`config.mk`:
```
export PLATFORM = sky130hd
export DESIGN_NAME = lidar_packet_obstacle_detect
export DESIGN_NICKNAME = d
export VERILOG_FILES = /design/src/sv/lpod_pkg.sv /design/src/sv/lidar_packet_obstacle_detect.sv
export SDC_FILE = /design/constraint.sdc
export NUM_CORES = 2
export LEC_CHECK = 0
export ABC_AREA = 1
export CAP_MARGIN = 10
export CORE_UTILIZATION = 60
export CTS_CLUSTER_SIZE = 16
export DETAILED_ROUTE_END_ITERATION = 12
export DONT_BUFFER_PORTS = 1
export HOLD_SLACK_MARGIN = 0.15
export PLACE_DENSITY = 0.8
export SKIP_LAST_GASP = 1
export SLEW_MARGIN = 20
export SYNTH_ARGS = -nofsm -noshare
export SYNTH_HDL_FRONTEND = slang
export SYNTH_SLANG_ARGS = --single-unit
```
`constraint.sdc`:
```
create_clock -name i_clk -period 6.15 [get_ports i_clk]
set_input_delay 0.9225 -clock i_clk [delete_from_list [all_inputs] [get_ports i_clk]]
set_output_delay 0.9225 -clock i_clk [all_outputs]
set_load 0.02 [all_outputs]
```
`src/sv/lpod_pkg.sv`:
```
package lpod_pkg;

    localparam int PACKET_BYTES      = 47;
    localparam int POINTS_PER_PACKET = 12;
    localparam int BODY_BYTES        = PACKET_BYTES - 1;
    localparam int ADDR_W            = $clog2(BODY_BYTES);
    localparam int DIFF_W            = 17;

    localparam logic [7:0]  HDR_BYTE   = 8'h54;
    localparam logic [7:0]  VER_BYTE   = 8'h2C;
    localparam logic [13:0] NONE_MM    = 14'd9999;
    localparam logic [16:0] FULL_TURN  = 17'd36000;
    localparam logic [16:0] TICK_MAX   = 17'd131071;
    localparam logic [3:0]  PT_DIV     = 4'd11;

    // Reciprocal of the point divisor, exact for every dividend below 2**17.
    localparam int          RECIP_SH   = 21;
    localparam logic [17:0] RECIP_11   = 18'd190651;

    localparam logic [ADDR_W-1:0] POS_START_LO = ADDR_W'(3);
    localparam logic [ADDR_W-1:0] POS_START_HI = ADDR_W'(4);
    localparam logic [ADDR_W-1:0] POS_STOP_LO  = ADDR_W'(5 + 3 * POINTS_PER_PACKET);
    localparam logic [ADDR_W-1:0] POS_STOP_HI  = ADDR_W'(6 + 3 * POINTS_PER_PACKET);
    localparam logic [ADDR_W-1:0] POS_POINTS   = ADDR_W'(5);

    localparam logic [2:0] REG_MIN_CONF  = 3'd0;
    localparam logic [2:0] REG_MAX_DIST  = 3'd1;
    localparam logic [2:0] REG_STOP_DIST = 3'd2;
    localparam logic [2:0] REG_HOLD      = 3'd3;
    localparam logic [2:0] REG_FRONT_LO  = 3'd4;
    localparam logic [2:0] REG_FRONT_HI  = 3'd5;

    localparam logic ACT_BYTE = 1'b0;
    localparam logic ACT_TICK = 1'b1;
    localparam logic KIND_POINT  = 1'b0;
    localparam logic KIND_STATUS = 1'b1;

    typedef enum logic [8:0] {
        S_IDLE = 9'b000000001,
        S_DIV  = 9'b000000010,
        S_RD0  = 9'b000000100,
        S_RD1  = 9'b000001000,
        S_RD2  = 9'b000010000,
        S_RD3  = 9'b000100000,
        S_MOD  = 9'b001000000,
        S_EMIT = 9'b010000000,
        S_SEND = 9'b100000000
    } t_state;

endpackage

```
`src/sv/lidar_packet_obstacle_detect.sv`:
```
// Serial bytes and ticks are accepted only while the block is idle.
// The last byte of a good packet starts a reciprocal divide of the angle span by eleven,
// then a shared angle unit walks the twelve points, held by output stalls, and a status
// transaction closes the packet; the input is ready again once that status is taken.
// Reset is synchronous and active low; it clears control state and restores
// the register defaults. The packet byte memory is not cleared.
module lidar_packet_obstacle_detect (
    input  logic        i_clk,
    input  logic        i_rst_n,
    input  logic        i_s_axis_tvalid,
    output logic        o_s_axis_tready,
    input  logic [7:0]  i_s_axis_tdata,   // rx_byte
    input  logic        i_s_axis_tuser,   // action
    output logic        o_m_axis_tvalid,
    input  logic        i_m_axis_tready,
    // angle_cd, distance_mm, confidence, obstacle, nearest_mm, zero pad
    output logic [55:0] o_m_axis_tdata,
    output logic        o_m_axis_tuser,   // kind
    output logic        o_m_axis_tlast,
    input  logic        i_cfg_wr_en,
    input  logic [2:0]  i_cfg_index,
    input  logic [15:0] i_cfg_wdata
);
    import lpod_pkg::*;

    t_state r_state;

    logic [7:0]  r_min_conf;
    logic [15:0] r_max_dist, r_stop_dist, r_hold, r_front_lo, r_front_hi;

    logic [7:0]  r_mem [BODY_BYTES];
    logic [7:0]  r_rd;
    logic [ADDR_W-1:0] r_cnt;
    logic        r_in_packet;
    logic        r_ver_ok;
    logic [15:0] r_start, r_stop;

    logic        r_flag;
    logic [13:0] r_nearest;
    logic [16:0] r_ticks;

    logic [DIFF_W-1:0] r_div;
    logic [3:0]  r_rem;
    logic        r_div_ph;
    logic [DIFF_W-1:0] r_q;
    logic [3:0]  r_r;
    logic [3:0]  r_idx;
    logic [ADDR_W-1:0] r_base;
    logic [17:0] r_ang;
    logic [15:0] r_dist;
    logic [7:0]  r_conf;
    logic        r_hit;
    logic [13:0] r_near;

    logic        r_tvalid;
    logic [55:0] r_tdata;
    logic        r_tuser, r_tlast;

    logic        w_in_acc;
    logic [ADDR_W-1:0] w_addr;
    logic [16:0] w_stop_adj;
    logic [DIFF_W-1:0] w_diff;
    logic [34:0] w_prod;
    logic [DIFF_W-1:0] w_rem_full;
    logic [4:0]  w_r_sum;
    logic        w_keep, w_front, w_hit_pt;
    logic        n_flag;
    logic [13:0] n_nearest;

    assign o_s_axis_tready = (r_state == S_IDLE);
    assign w_in_acc        = i_s_axis_tvalid && o_s_axis_tready;
    assign o_m_axis_tvalid = r_tvalid;
    assign o_m_axis_tdata  = r_tdata;
    assign o_m_axis_tuser  = r_tuser;
    assign o_m_axis_tlast  = r_tlast;

    always_comb begin
        unique case (r_state)
            S_RD1:   w_addr = r_base + ADDR_W'(1);
            S_RD2:   w_addr = r_base + ADDR_W'(2);
            default: w_addr = r_base;
        endcase
    end

    always_comb begin
        w_stop_adj = (r_stop < r_start) ? ({1'b0, r_stop} + FULL_TURN) : {1'b0, r_stop};
        w_diff     = w_stop_adj - {1'b0, r_start};
        w_prod     = {18'd0, r_div} * {17'd0, RECIP_11};
        w_rem_full = r_div - ((r_q << 3) + (r_q << 1) + r_q);
        w_r_sum    = {1'b0, r_r} + {1'b0, r_rem};
        w_keep     = !(r_conf < r_min_conf) && (r_dist != 16'd0) && !(r_dist > r_max_dist);
        w_front    = (r_ang[15:0] >= r_front_lo) || (r_ang[15:0] <= r_front_hi);
        w_hit_pt   = w_keep && w_front && (r_dist < r_stop_dist);
        n_flag     = r_flag;
        n_nearest  = r_nearest;
        if (r_hit) begin
            n_flag    = 1'b1;
            n_nearest = r_near;
        end else if (r_flag && (r_ticks > {1'b0, r_hold})) begin
            n_flag    = 1'b0;
            n_nearest = NONE_MM;
        end
    end

    always_ff @(posedge i_clk) begin
        if (w_in_acc && i_s_axis_tuser == ACT_BYTE && r_in_packet) begin
            r_mem[r_cnt] <= i_s_axis_tdata;
        end
        r_rd <= r_mem[w_addr];
    end

    always_ff @(posedge i_clk) begin
        if (!i_rst_n) begin
            r_min_conf  <= 8'd100;
            r_max_dist  <= 16'd12000;
            r_stop_dist <= 16'd350;
            r_hold      <= 16'd400;
            r_front_lo  <= 16'd33000;
            r_front_hi  <= 16'd3000;
        end else if (i_cfg_wr_en) begin
            unique case (i_cfg_index)
                REG_MIN_CONF:  r_min_conf  <= i_cfg_wdata[7:0];
                REG_MAX_DIST:  r_max_dist  <= i_cfg_wdata;
                REG_STOP_DIST: r_stop_dist <= i_cfg_wdata;
                REG_HOLD:      r_hold      <= i_cfg_wdata;
                REG_FRONT_LO:  r_front_lo  <= i_cfg_wdata;
                REG_FRONT_HI:  r_front_hi  <= i_cfg_wdata;
                default: ;
            endcase
        end
    end

    always_ff @(posedge i_clk) begin
        if (!i_rst_n) begin
            r_state     <= S_IDLE;
            r_cnt       <= '0;
            r_in_packet <= 1'b0;
            r_flag      <= 1'b0;
            r_nearest   <= NONE_MM;
            r_ticks     <= '0;
            r_tvalid    <= 1'b0;
        end else begin
            unique case (r_state)
                S_IDLE: begin
                    if (w_in_acc) begin
                        if (i_s_axis_tuser == ACT_TICK) begin
                            if (r_ticks < TICK_MAX) r_ticks <= r_ticks + 17'd1;
                        end else if (!r_in_packet) begin
                            if (i_s_axis_tdata == HDR_BYTE) begin
                                r_in_packet <= 1'b1;
                                r_cnt       <= '0;
                            end
                        end else begin
                            if (r_cnt == '0) r_ver_ok <= (i_s_axis_tdata == VER_BYTE);
                            if (r_cnt == POS_START_LO) r_start[7:0]  <= i_s_axis_tdata;
                            if (r_cnt == POS_START_HI) r_start[15:8] <= i_s_axis_tdata;
                            if (r_cnt == POS_STOP_LO)  r_stop[7:0]   <= i_s_axis_tdata;
                            if (r_cnt == POS_STOP_HI)  r_stop[15:8]  <= i_s_axis_tdata;
                            if (r_cnt == ADDR_W'(BODY_BYTES - 1)) begin
                                r_in_packet <= 1'b0;
                                r_cnt       <= '0;
                                if (r_ver_ok) begin
                                    r_state  <= S_DIV;
                                    r_div    <= w_diff;
                                    r_div_ph <= 1'b0;
                                end
                            end else begin
                                r_cnt <= r_cnt + ADDR_W'(1);
                            end
                        end
                    end
                end
                S_DIV: begin
                    if (!r_div_ph) begin
                        r_q      <= DIFF_W'(w_prod[34:RECIP_SH]);
                        r_div_ph <= 1'b1;
                    end else begin
                        r_div   <= r_q;
                        r_rem   <= w_rem_full[3:0];
                        r_state <= S_RD0;
                        r_q     <= '0;
                        r_r     <= '0;
                        r_idx   <= '0;
                        r_base  <= POS_POINTS;
                        r_hit   <= 1'b0;
                        r_near  <= NONE_MM;
                    end
                end
                S_RD0: begin
                    r_ang   <= {2'b0, r_start} + {1'b0, r_q};
                    r_state <= S_RD1;
                end
                S_RD1: begin
                    r_dist[7:0] <= r_rd;
                    r_state     <= S_RD2;
                end
                S_RD2: begin
                    r_dist[15:8] <= r_rd;
                    r_state      <= S_RD3;
                end
                S_RD3: begin
                    r_conf  <= r_rd;
                    r_state <= S_MOD;
                end
                S_MOD: begin
                    if (r_ang >= {1'b0, FULL_TURN}) begin
                        r_ang <= r_ang - {1'b0, FULL_TURN};
                    end else begin
                        if (w_hit_pt) begin
                            r_hit <= 1'b1;
                            if (r_dist < {2'b0, r_near}) r_near <= r_dist[13:0];
                        end
                        if (w_keep) begin
                            r_tvalid <= 1'b1;
                            r_tuser  <= KIND_POINT;
                            r_tlast  <= 1'b0;
                            r_tdata  <= {16'd0, r_conf, r_dist, r_ang[15:0]};
                        end
                        r_state <= S_EMIT;
                    end
                end
                S_EMIT: begin
                    if (!r_tvalid || i_m_axis_tready) begin
                        r_idx    <= r_idx + 4'd1;
                        r_base   <= r_base + ADDR_W'(3);
                        if (w_r_sum >= {1'b0, PT_DIV}) begin
                            r_r <= 4'(w_r_sum - {1'b0, PT_DIV});
                            r_q <= r_q + r_div + DIFF_W'(1);
                        end else begin
                            r_r <= w_r_sum[3:0];
                            r_q <= r_q + r_div;
                        end
                        if (r_idx == 4'(POINTS_PER_PACKET - 1)) begin
                            r_flag    <= n_flag;
                            r_nearest <= n_nearest;
                            if (r_hit) r_ticks <= '0;
                            r_tvalid  <= 1'b1;
                            r_tuser   <= KIND_STATUS;
                            r_tlast   <= 1'b1;
                            r_tdata   <= {1'b0, n_nearest, n_flag, 40'd0};
                            r_state   <= S_SEND;
                        end else begin
                            r_tvalid <= 1'b0;
                            r_state  <= S_RD0;
                        end
                    end
                end
                S_SEND: begin
                    if (i_m_axis_tready) begin
                        r_tvalid <= 1'b0;
                        r_state  <= S_IDLE;
                    end
                end
                default: r_state <= S_IDLE;
            endcase
        end
    end

endmodule

```
==> results.tsv <==
metric	value	unit
drc_errors	0	
finalCriticalPeriod	5.82	ns
grt_max_degree	107	
yosys_warnings	0	
slew_viol_final	0	
worst_slew_pin_slew	1.11	ns
crit_slowest_cell	fa_1	
synth_area_leaders	edfxtp_1 (41%), ha_1 (9.7%), nand2_1 (7.8%), dfxtp_1 (7.1%), inv_1 (5.6%)	
clockBufferDepth	3	
clock_sinks	712	
synth_cell_types	57	
synthFlopType	edfxtp_1	
final_nets	4836	
gr-usage-all-layers	30.1	%
synth_commonest_cells	nand2_1 (852), inv_1 (608), edfxtp_1 (567), nor2_1 (392), nand3_1 (346)	
antenna-diode-count	0	
crit_arrival	6.20	ns
dp_hpwl	71.6	mm
yosys.area.top_type	edfxtp_1	
cap_viol_max_count	0	
relSlewSlack	26.3	%
cts_hold_buffers	0	
max-vdd-ir-drop	299	uV
slowest_delay	0.58	ns
drt_wl_total	104	mm
drt_iter0_drc	3266	
synth_most_common_cell	nand2_1	
fin_skew	0.0265	ns
power_density	217	nW/um^2
cp_cell_sequence	ha_1 -> inv_1 -> fa_1 -> fa_1 -> inv_1 -> fa_1 -> fa_1 -> inv_1 -> fa_1 -> inv_1 -> ha_1 -> nand2_1 -> nor2_1 -> nand4_1 -> o21ai_0 -> nand2_1 -> nand3b_1 -> nand2_1 -> nand2_1 -> nand2_1 -> nand3_1 -> nand2_1	
cts_tree	done	
gp_routability_congestion	0.974	
synth_seq_cells	712	
ctsResizeCount	0	
dr.pass1.iters	9	
ys_seq_area_share	48.6	%
worst_ep_required_time	6.53	ns
utilization	65.1	%
h-tree-depth	3	
synth_edf_count	567	
finalSetupViolations	0	
antenna_found_initial	0	
tns	0	ns
port_buffers	0	
leakagePower	0.0184	uW
postCtsSetupBuffers	0	
hold_violations	0	
drtAntennaViolNets	0	
grt_pass1_wl	164	mm
holdCritPathClass	in -> reg	
via_per_inst	5.86	
max_freq	172	MHz
min_period_over_period	94.6	%
routedWlPerCell	19.5	um
grt_overflow	0	
dr_total_vias	31100	
die-width	264	um
boundaryPins	93	
num_rows	95	
avgSynthCellArea	9.30	um^2
cp-end-kind	flop	
area_delta_synth_final	6.99	%
synth.top_cell.area_share	41.5	%
hold_slack	0.379	ns
synth-async-reset-ratio	0	%
status	complete, no violations	
initial_core_util	60.9	%
clock_latency	0.65	ns
first_global_vias	29900	
path_clk_slew	0.07	ns
cts_buffers	72	
die_y	264	um
start_kind	flop	
cts_root_buffer	clkbuf_16	
cpMostUsedCell	nand2_1	
syn_area	41000	um^2
die_area	69400	um^2
layout-drive-gt1-share	3.97	%
rsz0062_at_grt	no	
path_class	reg -> reg	
cp_max_fo	7	
core-area	67400	um^2
syn_inst	4413	
postSynthNetCount	4874	
==> layout by cell type (no fill, tap or decap), types with 4 or more instances in the layout <==
| cell | instances |
|---|---|
| nor2_2 | 7 |
| xor2_1 | 32 |
| clkinv_2 | 11 |
| o21ai_1 | 19 |
| nand2_2 | 5 |
| inv_1 | 608 |
| nand3_1 | 346 |
| nor3_2 | 4 |
| nor2_1 | 389 |
| o22ai_1 | 11 |
| inv_2 | 8 |
| o21bai_1 | 4 |
| o21ai_0 | 255 |
| or2_2 | 11 |
| dfxtp_1 | 145 |
| o31ai_1 | 4 |
| fa_1 | 111 |
| a31oi_1 | 7 |
| clkinv_1 | 10 |
| o211ai_1 | 42 |
| nor4_1 | 14 |
| nor2_4 | 4 |
| a211oi_1 | 6 |
| clkbuf_16 | 73 |
| xnor2_1 | 25 |
| edfxtp_1 | 567 |
| ha_1 | 317 |
| buf_4 | 25 |
| clkbuf_1 | 26 |
| nand4_1 | 38 |
| clkbuf_8 | 6 |
| nand2_1 | 852 |
| nor3_1 | 44 |
| nand3b_1 | 72 |
| a21o_1 | 9 |
| a21oi_1 | 273 |
| o21a_1 | 16 |
==> where the power goes <==
| part | internal (uW) | switching, uW |
|---|---|---|
| registers | 5190 | 7.07 |
| clock network | 2330 | 1880 |
| logic | 38.5 | 69.4 |
| total | 7560 | 1960 |
==> cell families (layout without fill, tap and decap cells) <==
kind of cell	after synthesis	count (layout)	share of synthesized area (%)
AOI/OAI and AO/OA	659	659	8.69
buffers and inverters	755	776	7.35
adders and majority gates	428	428	15.1
muxes	1	1	0.0274
and+or+nand+nor	1800	1800	19.1
xor gates and xnor gates	57	57	1.22
other	1	1	0.00914
DFF	712	712	48.6
==> through the flow <==
| step | setup WS, ns | instance area [um^2] | instances | total power [uW] |
|---|---|---|---|---|
| global placement | 0.537 | 41700 | 5174 | 5400 |
| floorplan | 0.960 | 41000 | 4413 | 5390 |
| finish | 0.331 | 43900 | 5307 | 9520 |
| CTS | 0.398 | 43900 | 5307 | 9530 |
| global route | 0.0653 | 43900 | 5307 | 9720 |
| detailed placement | 0.451 | 41700 | 5174 | 5410 |
==> worst max-delay path: cells and delay by family (launching register included) <==
family / cells / cell delay [ns]
flip-flops: 1 / 0.57
AND/OR/NAND/NOR: 10 / 0.97
AO/OA/AOI/OAI: 1 / 0.37
adder cells (fa/ha/maj): 7 / 3.40
buffers and inverters: 4 / 0.25
==> worst paths after layout <==
path / start / endpoint / slack (ns) / cells past startpoint
max: r_div[8] / r_q[8] / 0.33 / 22
min: i_s_axis_tdata[7] / r_mem[28][7] / 0.38 / 0
max reg2reg: r_div[8] / r_q[8] / 0.33 / 22
min reg2reg: r_rd[2] / r_dist[10] / 0.46 / 0
==> final cells by class <==
type                       instances  area [um^2]
clock buffer                     105         2010
clock inverter                    28          224
fill                            5236        23500
inverter                         618         2320
multi-input combinational       2946        18100
sequential                       712        19900
tap                              873         1090
timing repair buffer              25          188
==> routing by layer <==
layer	wire length, um	track usage, %
met5	0	0
met2	47400	47.2
met1	42600	42.4
met4	3210	10.1
met3	10300	5.27
==> state kept, by name (all words and copies together), names as in the netlist, 9 cells and up <==
register        flops
o_m_axis_tdata     55
r_ang              18
r_dist             16
r_div              17
r_front_hi         16
r_front_lo         16
r_hold             16
r_max_dist         16
r_mem             368
r_near             14
r_nearest          14
r_q                17
r_start            16
r_state             9
r_stop             16
r_stop_dist        16
r_ticks            17
Note: power is estimated with default switching activity, not from simulation.
